<file path="config.mk">
export PLATFORM = sky130hd
export DESIGN_NAME = tent_fifo
export DESIGN_NICKNAME = d
export VERILOG_FILES = /design/src/hdl/tent_pkg.sv /design/src/hdl/tent_fifo.sv
export SDC_FILE = /design/constraint.sdc
export NUM_CORES = 1
export LEC_CHECK = 0
export ABC_AREA = 1
export BUFFER_PORTS_ARGS = -buffer_cell sky130_fd_sc_hd__buf_2
export CAP_MARGIN = 40
export CORE_MARGIN = 5
export CORE_UTILIZATION = 35
export DETAILED_ROUTE_END_ITERATION = 8
export GPL_ROUTABILITY_DRIVEN = 0
export PLACE_DENSITY = 0.6
export SLEW_MARGIN = 20
export SYNTH_ARGS = -nofsm -noshare
export SYNTH_HDL_FRONTEND = slang
export SYNTH_SLANG_ARGS = --single-unit
</file>
<file path="constraint.sdc">
create_clock -name clk -period 4.8 [get_ports clk]
set_clock_uncertainty 0.1 [all_clocks]
set_input_delay 0.48 -clock clk [delete_from_list [all_inputs] [get_ports clk]]
set_output_delay 0.48 -clock clk [all_outputs]
set_load 0.005 [all_outputs]
</file>
<file path="src/hdl/tent_pkg.sv">
// Shared types, codes and constants of the triangle edge neighbour table.
package tent_pkg;

  localparam int DefTableDepth   = 8192;
  localparam int DefMaxTriangles = 2048;
  localparam int DefIdBits       = 24;

  localparam int TriW   = 11;
  localparam int NodeW  = 24;
  localparam int OwnerW = 13;

  localparam logic [63:0] MixC1 = 64'hff51afd7ed558ccd;
  localparam logic [63:0] MixC2 = 64'hc4ceb9fe1a85ec53;

  localparam logic [1:0] CMD_INSERT = 2'd0;
  localparam logic [1:0] CMD_QUERY  = 2'd1;
  localparam logic [1:0] CMD_CLEAR  = 2'd2;

  localparam logic [1:0] STATUS_OK   = 2'd0;
  localparam logic [1:0] STATUS_DUP  = 2'd1;
  localparam logic [1:0] STATUS_FULL = 2'd2;

  typedef enum logic [1:0] {
    KIND_INSERT,
    KIND_QUERY,
    KIND_CLEAR,
    KIND_NOP
  } kind_t;

  typedef enum logic [2:0] {
    MX_IDLE,
    MX_PRE,
    MX_M0,
    MX_M1,
    MX_M2,
    MX_POST,
    MX_MOD
  } mix_state_t;

  typedef enum logic [2:0] {
    BK_CLEAR,
    BK_IDLE,
    BK_START,
    BK_HWAIT,
    BK_READ,
    BK_CHECK,
    BK_OUT
  } back_state_t;

  // Handshake between the back end and the hash unit.
  typedef struct packed {
    logic start;
    logic done;
  } mix_ctl_t;

endpackage

</file>
<file path="src/hdl/tent_fifo.sv">
// Two-entry queue between the front and the back end.
module tent_fifo import tent_pkg::*; #(
  parameter int W = 8
) (
  input  logic         clk,
  input  logic         rst,
  input  logic         push,
  input  logic [W-1:0] push_data,
  output logic         full,
  input  logic         pop,
  output logic [W-1:0] pop_data,
  output logic         empty
);

  logic [W-1:0] mem [2];
  logic         wr_ptr;
  logic         rd_ptr;
  logic [1:0]   count;

  assign full     = (count == 2'd2);
  assign empty    = (count == 2'd0);
  assign pop_data = mem[rd_ptr];

  always_ff @(posedge clk) begin
    if (push && !full) begin
      mem[wr_ptr] <= push_data;
    end
  end

  always_ff @(posedge clk) begin
    if (rst) begin
      wr_ptr <= 1'b0;
      rd_ptr <= 1'b0;
      count  <= 2'd0;
    end else begin
      if (push && !full) begin
        wr_ptr <= ~wr_ptr;
      end
      if (pop && !empty) begin
        rd_ptr <= ~rd_ptr;
      end
      count <= count + 2'((push && !full) ? 1 : 0) - 2'((pop && !empty) ? 1 : 0);
    end
  end

endmodule

</file>
==> results by group <==
Route
  – First drt pass iteration count: 3
  – Residual DRC count: 0
  – Number of DRC markers after the initial detailed-route iteration: 3
  – Overall via count from detail_route: 512
  – Number of vias per cell after detailed routing: 4.34
  – Wirelength per Cell: 10.8 um
  – Number of antenna-violating nets in the routed design: 0
  – Final wirelength: 1.28 mm

Worst hold path
  – Worst hold path depth: 2
  – WHS Endpoint: count[0]$_SDFF_PP0_
  – Worst hold path type: in -> reg
  – Source of the worst hold timing path: rst

Clock tree
  – Worst-skew pair later-pin latency: about 0.29 ns
  – Count of clock tree sinks: 21
  – Number of buffers added by the clock tree synthesis step: 3
  – Hold bufs inserted after CTS: 0
  – CTS clk-pin slew, worst paths: 0.11 ns
  – CTS tree: done
  – Clock root buffer master: clkbuf_4
  – Setup Fix Bufs, Post-CTS: 0
  – Number of gates resized after cts: 0
  – # H-tree levels: 1
  – Max Root-Sink Buffers: 2

Timing
  – Setup_tns: 0 ns
  – Final clock period utilization by the worst path: 0.414
  – Fin. max-slew vios: 0
  – Hold violation total from the final report: 0
  – Unrepaired setup endpoints after global routing: no
  – Crit path time final: between 1.5 and 2 ns
  – Final setup violating endpoints: 0
  – Highest achievable clock rate: between 0.5 and 0.6 GHz
  – Relative max-transition margin: 0.578
  – Slew of the pin with the lowest slew margin: 0.631 ns

Synth
  – Synthesis-stage register bit count: 21
  – Largest area contributor in the netlist: edfxtp_1
  – Dominant combinational cell family by area after synthesis: multiplexers
  – Synthesized-area fraction occupied by ao, oa, aoi and oai cells: 0.0115
  – Share of the synthesized area in the top cell type: 0.553
  – Adder-cell area share of the yosys netlist: 0.0288
  – Synth area leaders: edfxtp_1 (55%), mux2_4 (14%), dfxtp_1 (12%)
  – Post-synthesis share of cell area spent on xor and xnor gates: 0
  – Proportion of synthesized chip area in sequential cells: 0.669
  – Post-synthesis simple-gate area fraction: 0.0965
  – Post-synthesis mux area share: 0.138
  – Synthesized area: between 800 and 900 um2
  – Synthesized net count: 78
  – Gate count of the mapped netlist: 64
  – Number of different library cells in the post-synthesis netlist: 11
  – Synth warnings: 0
  – Mean post-synth cell area: between 10 and 15 um2

Pwr
  – Switching power share of the total: 0.295
  – Peak ir drop on the vdd network: 279 uV
  – Power Total: 0.000495 W
  – Total internal power: ~0.00035 W
  – Combinational cell fraction of total power: 0.314
  – LEAKAGE: about 0.46 nW
  – Reg power frac: 0.522
  – Clock network fraction of total power: 0.164
  – Cell Pwr Density: 482 nW/um2
  – Net switching power of the design: 0.000146 W

Placed design
  – Detailed Place HPWL: 991 um
  – IO buf count: 21
  – Number of instances in the placed design: 114

Critical path
  – Setup Crit Path Kind: reg -> out
  – Slowest cell on the critical path: dfxtp_1
  – Critical R2R Capture: count[1]$_SDFF_PP0_
  – Worst reg2reg setup slack: 3.14 ns
  – Crit path buf inv count: 1
  – Cell family with most CP delay: flip-flops
  – Endpoint arrival time on the critical path: 1.41 ns
  – Cell chain of the critical path: mux2_4 > buf_2
  – Critical R2R Launch: count[0]$_SDFF_PP0_
  – Reg2Reg Depth: 10
  – Setup crit start kind: flop
  – Max stage delay on crit path: 0.65 ns
  – Required arrival time at the worst endpoint: 4.22 ns
  – Critical path endpoint category: output pin
  – Critical-path maximum fanout: 8

Layout
  – Highest-count cells in the layout ignoring fill and taps: buf_2 (21), edfxtp_1 (16), inv_1 (10)
  – Fraction of layout instances using a drive strength above 1: 0.386
  – Diode insertion count for antenna repair: 0
  – P&R area growth vs syn: 18.2%
  – Non-filler instance count after layout: 118
  – Most common cell after layout, fill and taps aside: buf_2
  – Net total in the final layout: 103
  – Final cell utilization of the core: 0.422
  – Filler cell count in the final layout: 243

Floorplanning
  – Initial core utilization: 0.357
  – CORE AREA: between 2000 and 2500 um2
  – Die span in y: 59.8 um
  – Ports placed on the boundary: 22
  – Standard-cell rows: 18
  – DIE AREA: 3580 um2
  – Die extent in x: 59.8 um

Status
  – Status: complete, no violations

Global route
  – GRT Overall Usage: 0.0759
  – Pin count of the biggest net entering global routing: 12
  – Total grt overflow: 0
  – Antenna violations before repair: 0
  – Global-route wire length before repair: slightly below 2 mm
  – Vias in the first global route: roughly 500

Run
  – Number of max-cap violations: 0
==> state kept, by name, indices dropped and copies added (netlist names), named ones only <==
signal	flops
count	2
mem	16
rd_ptr	1
wr_ptr	1
==> final cells by class <==
type	count	area, um2	area share
Timing Repair Buffer	21	105	0.102
Inverter	10	37.5	0.0366
Multi-Input combinational cell	32	239	0.233
Tap cell	30	37.5	0.0366
Sequential cell	21	581	0.566
Clock buffer	4	26.3	0.0256
==> kinds of logic after synthesis <==
family,count (synthesis)
flip-flops,21
AND/OR/NAND/NOR,20
buffers and inverters,11
multiplexers,8
AO/OA/AOI/OAI,2
adder cells (fa/ha/maj),2
==> metrics by stage <==
step	area (um2)	hold WS [ns]	setup slack, ns
floorplan	868	0.367	3.28
global placement	1000	0.387	3.12
detailed placement	1000	0.402	3.09
CTS	1030	0.233	2.78
global route	1030	0.232	2.72
finish	1030	0.242	2.81
==> layer usage <==
layer,GRT usage,wire length (um),up-vias
met5,0,0,-
met4,0.0380,12,0
met3,0.0238,111,2
met2,0.119,574,17
met1,0.0938,579,233
li1,-,-,260
==> power groups by stage <==
stage,logic (W),clock network (W),registers [W]
6_report,0.000155,0.0000812,0.000258
5_1_grt,0.000178,0.0000911,0.000263
4_1_cts,0.000159,0.0000839,0.000259
3_5_place_dp,0.000159,0,0.000264
3_3_place_gp,0.000156,0,0.000263
2_1_floorplan,0.000123,0,0.000250
==> cell usage after synthesis <==
| library cell | number |
|---|---|
| nor2_2 | 2 |
| nand3_1 | 3 |
| nand2_1 | 8 |
| edfxtp_1 | 16 |
| ha_1 | 2 |
| buf_6 | 1 |
| nor2_1 | 7 |
| dfxtp_1 | 5 |
| inv_1 | 10 |
| mux2_4 | 8 |
| a21oi_1 | 2 |
==> worst max-delay path by stage <==
| stage | end | cells past startpoint |
|---|---|---|
| 2_1_floorplan | count[1]$_SDFF_PP0_ | 10 |
| 3_3_place_gp | count[1]$_SDFF_PP0_ | 10 |
| 3_5_place_dp | count[1]$_SDFF_PP0_ | 10 |
| 4_1_cts | pop_data[6] | 2 |
| 5_1_grt | pop_data[4] | 2 |
| 6_report | pop_data[4] | 2 |
Power figures use the tool's default switching activity.
