<file path="src/hdl/tent_pkg.sv">
// Shared types, codes and constants of the triangle edge neighbour table.
package tent_pkg;

  localparam int DefTableDepth   = 8192;
  localparam int DefMaxTriangles = 2048;
  localparam int DefIdBits       = 24;

  localparam int TriW   = 11;
  localparam int NodeW  = 24;
  localparam int OwnerW = 13;

  localparam logic [63:0] MixC1 = 64'hff51afd7ed558ccd;
  localparam logic [63:0] MixC2 = 64'hc4ceb9fe1a85ec53;

  localparam logic [1:0] CMD_INSERT = 2'd0;
  localparam logic [1:0] CMD_QUERY  = 2'd1;
  localparam logic [1:0] CMD_CLEAR  = 2'd2;

  localparam logic [1:0] STATUS_OK   = 2'd0;
  localparam logic [1:0] STATUS_DUP  = 2'd1;
  localparam logic [1:0] STATUS_FULL = 2'd2;

  typedef enum logic [1:0] {
    KIND_INSERT,
    KIND_QUERY,
    KIND_CLEAR,
    KIND_NOP
  } kind_t;

  typedef enum logic [2:0] {
    MX_IDLE,
    MX_PRE,
    MX_M0,
    MX_M1,
    MX_M2,
    MX_POST,
    MX_MOD
  } mix_state_t;

  typedef enum logic [2:0] {
    BK_CLEAR,
    BK_IDLE,
    BK_START,
    BK_HWAIT,
    BK_READ,
    BK_CHECK,
    BK_OUT
  } back_state_t;

  // Handshake between the back end and the hash unit.
  typedef struct packed {
    logic start;
    logic done;
  } mix_ctl_t;

endpackage

</file>
<file path="src/hdl/tent_front.sv">
// Front end: takes input transfers, classifies them and builds the edge pairs.
module tent_front import tent_pkg::*; #(
  parameter int MAX_TRIANGLES = DefMaxTriangles,
  parameter int ID_BITS       = DefIdBits,
  localparam int ItemW        = 2 + TriW + 6 * ID_BITS
) (
  input  logic             in_valid,
  output logic             in_ready,
  input  logic [1:0]       command,
  input  logic [TriW-1:0]  triangle_index,
  input  logic [NodeW-1:0] node_0,
  input  logic [NodeW-1:0] node_1,
  input  logic [NodeW-1:0] node_2,
  input  logic             q_full,
  output logic             q_push,
  output logic [ItemW-1:0] q_data
);

  logic [31:0]        ext0, ext1, ext2;
  logic [ID_BITS-1:0] id0, id1, id2;
  kind_t              kind;

  assign ext0 = 32'(node_0);
  assign ext1 = 32'(node_1);
  assign ext2 = 32'(node_2);
  assign id0  = ext0[ID_BITS-1:0];
  assign id1  = ext1[ID_BITS-1:0];
  assign id2  = ext2[ID_BITS-1:0];

  always_comb begin
    case (command)
      CMD_INSERT: kind = (32'(triangle_index) < 32'(MAX_TRIANGLES)) ? KIND_INSERT : KIND_NOP;
      CMD_QUERY:  kind = KIND_QUERY;
      CMD_CLEAR:  kind = KIND_CLEAR;
      default:    kind = KIND_NOP;
    endcase
  end

  // Insert stores edges (n1,n2), (n2,n0), (n0,n1); a query looks up their reverses.
  always_comb begin
    if (kind == KIND_QUERY) begin
      q_data = {kind, triangle_index, id2, id1, id0, id2, id1, id0};
    end else begin
      q_data = {kind, triangle_index, id1, id2, id2, id0, id0, id1};
    end
  end

  assign in_ready = !q_full;
  assign q_push   = in_valid && !q_full;

endmodule

</file>
<file path="config.mk">
export PLATFORM = sky130hd
export DESIGN_NAME = tent_front
export DESIGN_NICKNAME = d
export VERILOG_FILES = /design/src/hdl/tent_pkg.sv /design/src/hdl/tent_front.sv
export SDC_FILE = /design/constraint.sdc
export NUM_CORES = 1
export LEC_CHECK = 0
export BUFFER_PORTS_ARGS = -buffer_cell sky130_fd_sc_hd__buf_4
export CAP_MARGIN = 5
export CELL_PAD_IN_SITES_DETAIL_PLACEMENT = 0
export CELL_PAD_IN_SITES_GLOBAL_PLACEMENT = 1
export CORE_ASPECT_RATIO = 0.75
export CORE_MARGIN = 2
export CORE_UTILIZATION = 25
export DETAILED_ROUTE_END_ITERATION = 8
export GPL_TIMING_DRIVEN = 0
export PLACE_DENSITY_LB_ADDON = 0.1
export SYNTH_ARGS = -nofsm -noshare
export SYNTH_HDL_FRONTEND = slang
export SYNTH_SLANG_ARGS = --single-unit
</file>
<file path="constraint.sdc">
create_clock -name vclk -period 0.8
set_input_delay 0.08 -clock vclk [all_inputs]
set_output_delay 0.08 -clock vclk [all_outputs]
set_load 0.02 [all_outputs]
</file>
==> results of run 1 <==
[worst max-delay path by stage]
stage | end | slack (ns) | depth (start not counted)
floorplan | q_data[10] | -0.13 | 4
global placement | q_data[19] | -0.44 | 6
detailed placement | q_data[14] | -0.45 | 6
CTS | q_data[14] | -0.38 | 6
global route | q_data[15] | -0.40 | 6
finish | q_data[64] | -0.37 | 6
[power by group]
| group | internal, mW | switching (mW) | total, mW |
|---|---|---|---|
| Combinational | 2.40 | 1.80 | 4.20 |
| Sequential | 0 | 0 | 0 |
| Clock | 0 | 0 | 0 |
| Total | 2.40 | 1.80 | 4.20 |
[timing repair]
action,4_1_cts,5_1_grt
gates resized for setup,102,43
gates cloned,0,2
setup buffers,1,1
endpoints found under the setup margin,144,144
endpoints found under the hold margin,0,0
[synth_stat cells]
| cell | number | area (sq um) |
|---|---|---|
| mux2_4 | 140 | 2100 |
| buf_12 | 16 | 320 |
| buf_4 | 11 | 82.6 |
| mux2_2 | 4 | 45.0 |
| clkbuf_1 | 1 | 3.75 |
| dlygate4sd1_1 | 1 | 8.76 |
| inv_1 | 1 | 3.75 |
| nand2b_4 | 1 | 13.8 |
| nor2b_1 | 1 | 6.26 |
| nor2b_4 | 1 | 13.8 |
[stage by stage]
| stage | setup WS, ns | TNS [ns] | total power [mW] | cell area, sq um |
|---|---|---|---|---|
| 6_report | -0.374 | -51.53 | 4.20 | 5150 |
| 5_1_grt | -0.402 | -54.82 | 4.38 | 5150 |
| 4_1_cts | -0.382 | -53.01 | 4.06 | 4930 |
| 3_5_place_dp | -0.446 | -59.98 | 3.73 | 4540 |
| 3_3_place_gp | -0.442 | -59.12 | 3.73 | 4540 |
| 2_1_floorplan | -0.128 | -16.85 | 2.22 | 2610 |
[cell usage in the layout, fill, tap and decap left out]
cell           count
buf_12            16
buf_4            105
buf_6            141
buf_8              2
clkbuf_1           1
clkbuf_16          2
dlygate4sd1_1      1
inv_1              1
mux2_2             2
mux2_4           142
nand2b_4           1
nor2b_1            1
nor2b_4            1
[layout make-up]
cell class         instances  area share [%]
repair buffers           239            46.1
multi-input cells        147            42.5
plain buffers             29            8.06
well taps                136            3.30
inverters                  1          0.0729
[metal layers]
layer	GRT usage [%]	up-vias	wire [um]
met5	0	-	0
met4	0.192	0	0
met3	2.71	0	735
met2	27.6	114	4970
met1	17.7	1107	3780
li1	-	1129	-
[cells by family after synthesis]
kind of cell	after synthesis	synth area share, %
AND/OR/NAND/NOR	3	1.30
multiplexers	144	82.6
buffers and inverters	30	16.1
==> reports/metrics.csv, run 1 <==
metric,value,unit
status,"complete, but fails checks",
failing checks,negative setup slack,
largest net degree at the start of global routing,11,
Detailed Place HPWL,7370,um
CP Launch Point,command[1],
max-slew violations,0,
crit path capture type,primary output,
Starting Density,25.5,%
vias in the first global route,2255,
WP data required,0.72,ns
worst vdd ir,0.374,mV
Die Footprint,11200,sq um
Total GRT Usage,14.5,%
vias,2350,
# setup viols final,144,
max frequency,851,MHz
Rows,32,
Die X,122,um
DRT Wirelength,9480,um
I/O pin count,246,
antenna-violating nets left,0,
Syn Area/Cell,14.7,sq um
n_diodes,0,
crit path cell chain,buf_8 -> nand2b_4 -> buf_12 -> buf_12 -> mux2_4 -> buf_6,
Gate Count Post-Synth,177,
maxcap violations,0,
Worst Hold End,q_data[144],
Top Family by Delay on Critical Path,buffers and inverters,
element type at the critical path start,input pin,
Die Ht,92.3,um
sequential cell area,0,sq um
Critical Path Most Common Cell,buf_12,
Placed Instances,548,
Hold Fails Final Rpt,0,
Filler cells,889,
WS Path Type,in -> out,
layout cell share with drive strength beyond 1,99.0,%
fin cells,552,
Hold Path Cell Cnt,2,
Worst Path Buf+Inv,4,
Hold WC Path Type,in -> out,
area of the multi-input gates,2190,sq um
hold_sp,triangle_index[0],
average wire per standard cell,17.2,um
worst setup margin,-0.374,ns
RSZ-0062 raised after global routing,yes,
fin nets,505,
Critical-path top delay cell,mux2_4,
"Seq/Total Area, Yosys",0,%
hold slack,0.357,ns
utilization after layout,50.5,%
initial antenna violation count,0,
DRC Markers,0,
min cycle time layout,1.17,ns
post-cts hold buffer count,0,
Yosys warning total,0,
Tcrit/Tclk final,147,%
worst rel slew slack,91.4,%
Placer Congestion,0.741,
Seq cells,0,
pwr dens,816,nW/um^2
Worst Tran Pin Value,0.129,ns
Post-Syn Nets,264,
drt pass-1 iters,4,
# clk buffers,0,
Leak,2.75,nW
"Largest stage delay, worst path",0.31,ns
Avg Vias per Cell,4.26,
Core ar.,10200,sq um
Post-Syn Area,2600,sq um
first-pass GRT wire length,12900,um
global route total overflow,0,
area grow syn2layout,98.1,%
PortBufs,235,
drt first-iter violations,43,
synth unique cells,10,
Worst EP arrival,1.09,ns
"Max FO, Critical Path",10,
Power figures use the tool's default switching activity.
==> run 2, diff against run 1 <==
- CORE_MARGIN: 2 -> 3
==> run 2 against run 1 <==
The run still ends with negative setup slack left. Hold slack about the same. Critical path depth stayed put. Combinational power hardly changed. Die area increased by 3.8%. Largest cell class unchanged. Worst setup slack barely moved. Sequential share of layout area is the same. Utilization increased by 1.6 points. Highest routed layer is now met4. Via count up 0.89%. Final area about the same.
==> reports/metrics.csv, run 2 (synthesis results as in run 1) <==
metric,value,unit,change
status,"complete, but fails checks",,
failing checks,negative setup slack,,
min cycle time layout,1.17,ns,-0.000143 ns
element type at the critical path start,input pin,,
Hold WC Path Type,in -> out,,
Total GRT Usage,14.0,%,-0.43 points
hold_sp,triangle_index[1],,
initial antenna violation count,0,,unchanged
placed inst area,4540,sq um,-0.11%
max frequency,852,MHz,about the same
WS Path Type,in -> out,,
worst rel slew slack,91.3,%,-0.11 points
first-pass GRT wire length,13100,um,+0.85%
I/O pin count,246,,unchanged
PortBufs,235,,unchanged
Hold Path Cell Cnt,2,,unchanged
Die Ht,94.3,um,+2.2%
antenna-violating nets left,0,,unchanged
drt pass-1 iters,4,,unchanged
area grow syn2layout,98.1,%,about the same
Seq cells,0,,unchanged
Rows,31,,-3.1%
RSZ-0062 raised after global routing,yes,,
vias in the first global route,2210,,-2.0%
WP data required,0.72,ns,about the same
Die Footprint,11700,sq um,+3.8%
largest net degree at the start of global routing,11,,unchanged
Core ar.,9890,sq um,-3.1%
drt first-iter violations,77,,+79%
DRT Wirelength,9870,um,+4.2%
Detailed Place HPWL,8070,um,+9.5%
Hold Fails Final Rpt,0,,unchanged
Die X,124,um,+1.6%
worst vdd ir,0.326,mV,-13%
# setup viols final,144,,unchanged
fin nets,505,,unchanged
Tcrit/Tclk final,147,%,about the same
max-slew violations,0,,unchanged
vias,2371,,+0.89%
fin cells,548,,-0.72%
Worst Tran Pin Value,0.131,ns,+0.00168 ns
layout cell share with drive strength beyond 1,99.0,%,unchanged
"Max FO, Critical Path",11,,+1
global route total overflow,0,,unchanged
Starting Density,26.3,%,+0.82 points
Placer Congestion,0.759,,+2.4%
most frequent cells in the layout,"mux2_4 (142), buf_6 (142), buf_4 (104), buf_12 (16)",,
Leak,2.76,nW,about the same
pwr dens,817,nW/um^2,+0.16%
Placed Instances,544,,-0.73%
Post-Place Worst Slack,-0.439,ns,+0.00709 ns
Finished Cell Area,5150,sq um,about the same
Worst Hold End,q_data[145],,
sequential cell area,0,sq um,unchanged
Worst EP arrival,1.09,ns,about the same
crit path capture type,primary output,,
n_diodes,0,,unchanged
worst setup margin,-0.374,ns,+0.000143 ns
maxcap violations,0,,unchanged
average wire per standard cell,18.0,um,+4.9%
# clk buffers,0,,unchanged
DRC Markers,0,,unchanged
Avg Vias per Cell,4.33,,+1.6%
utilization after layout,52.1,%,+1.6 points
## run 2: worst max-delay path by stage
stage,start,to
2_1_floorplan,command[0],q_data[10]
3_3_place_gp,command[0],q_data[141]
3_5_place_dp,command[0],q_data[76]
4_1_cts,command[0],q_data[10]
5_1_grt,command[0],q_data[72]
6_report,command[1],q_data[117]
## run 2: timing repair
action | 4_1_cts | 5_1_grt
gates resized for setup | 68 | 78
setup endpoints to repair | 144 | 144
hold buffers | 0 | 0
cloned | 0 | 2
buffers inserted | 1 | 1
## run 2: area by class of cell
type	instances	area, sq um
well taps	132	165
plain buffers	29	415
repair buffers	239	2380
multi-input cells	147	2190
fillers	898	4740
inverters	1	3.75
## run 2: worst max-delay path, stage by stage
cell and delay, ns:
buf_8 0.10, nand2b_4 0.14, buf_12 0.16, clkbuf_16 0.17
mux2_4 0.31, buf_6 0.13
## run 2: power breakdown
| group | internal [mW] | switching [mW] |
|---|---|---|
| sequential | 0 | 0 |
| clock | 0 | 0 |
| combinational | 2.41 | 1.80 |
| total | 2.41 | 1.80 |
## run 2: through the flow
step	setup TNS, ns	power, mW	hold WS [ns]
2_1_floorplan	-16.85	2.22	0.237
3_3_place_gp	-58.25	3.75	0.359
3_5_place_dp	-59.58	3.75	0.359
4_1_cts	-53.35	3.97	0.358
5_1_grt	-55.54	4.40	0.364
6_report	-51.23	4.21	0.357
## run 2: routing by layer
layer  track usage [%]  up-vias  part of all wire [%]
met5                 0        -                     0
met4             0.829        0                  0.81
met3              2.11        6                   8.5
met2              26.5      114                    52
met1              17.5     1120                    39
li1                  -     1131                     -
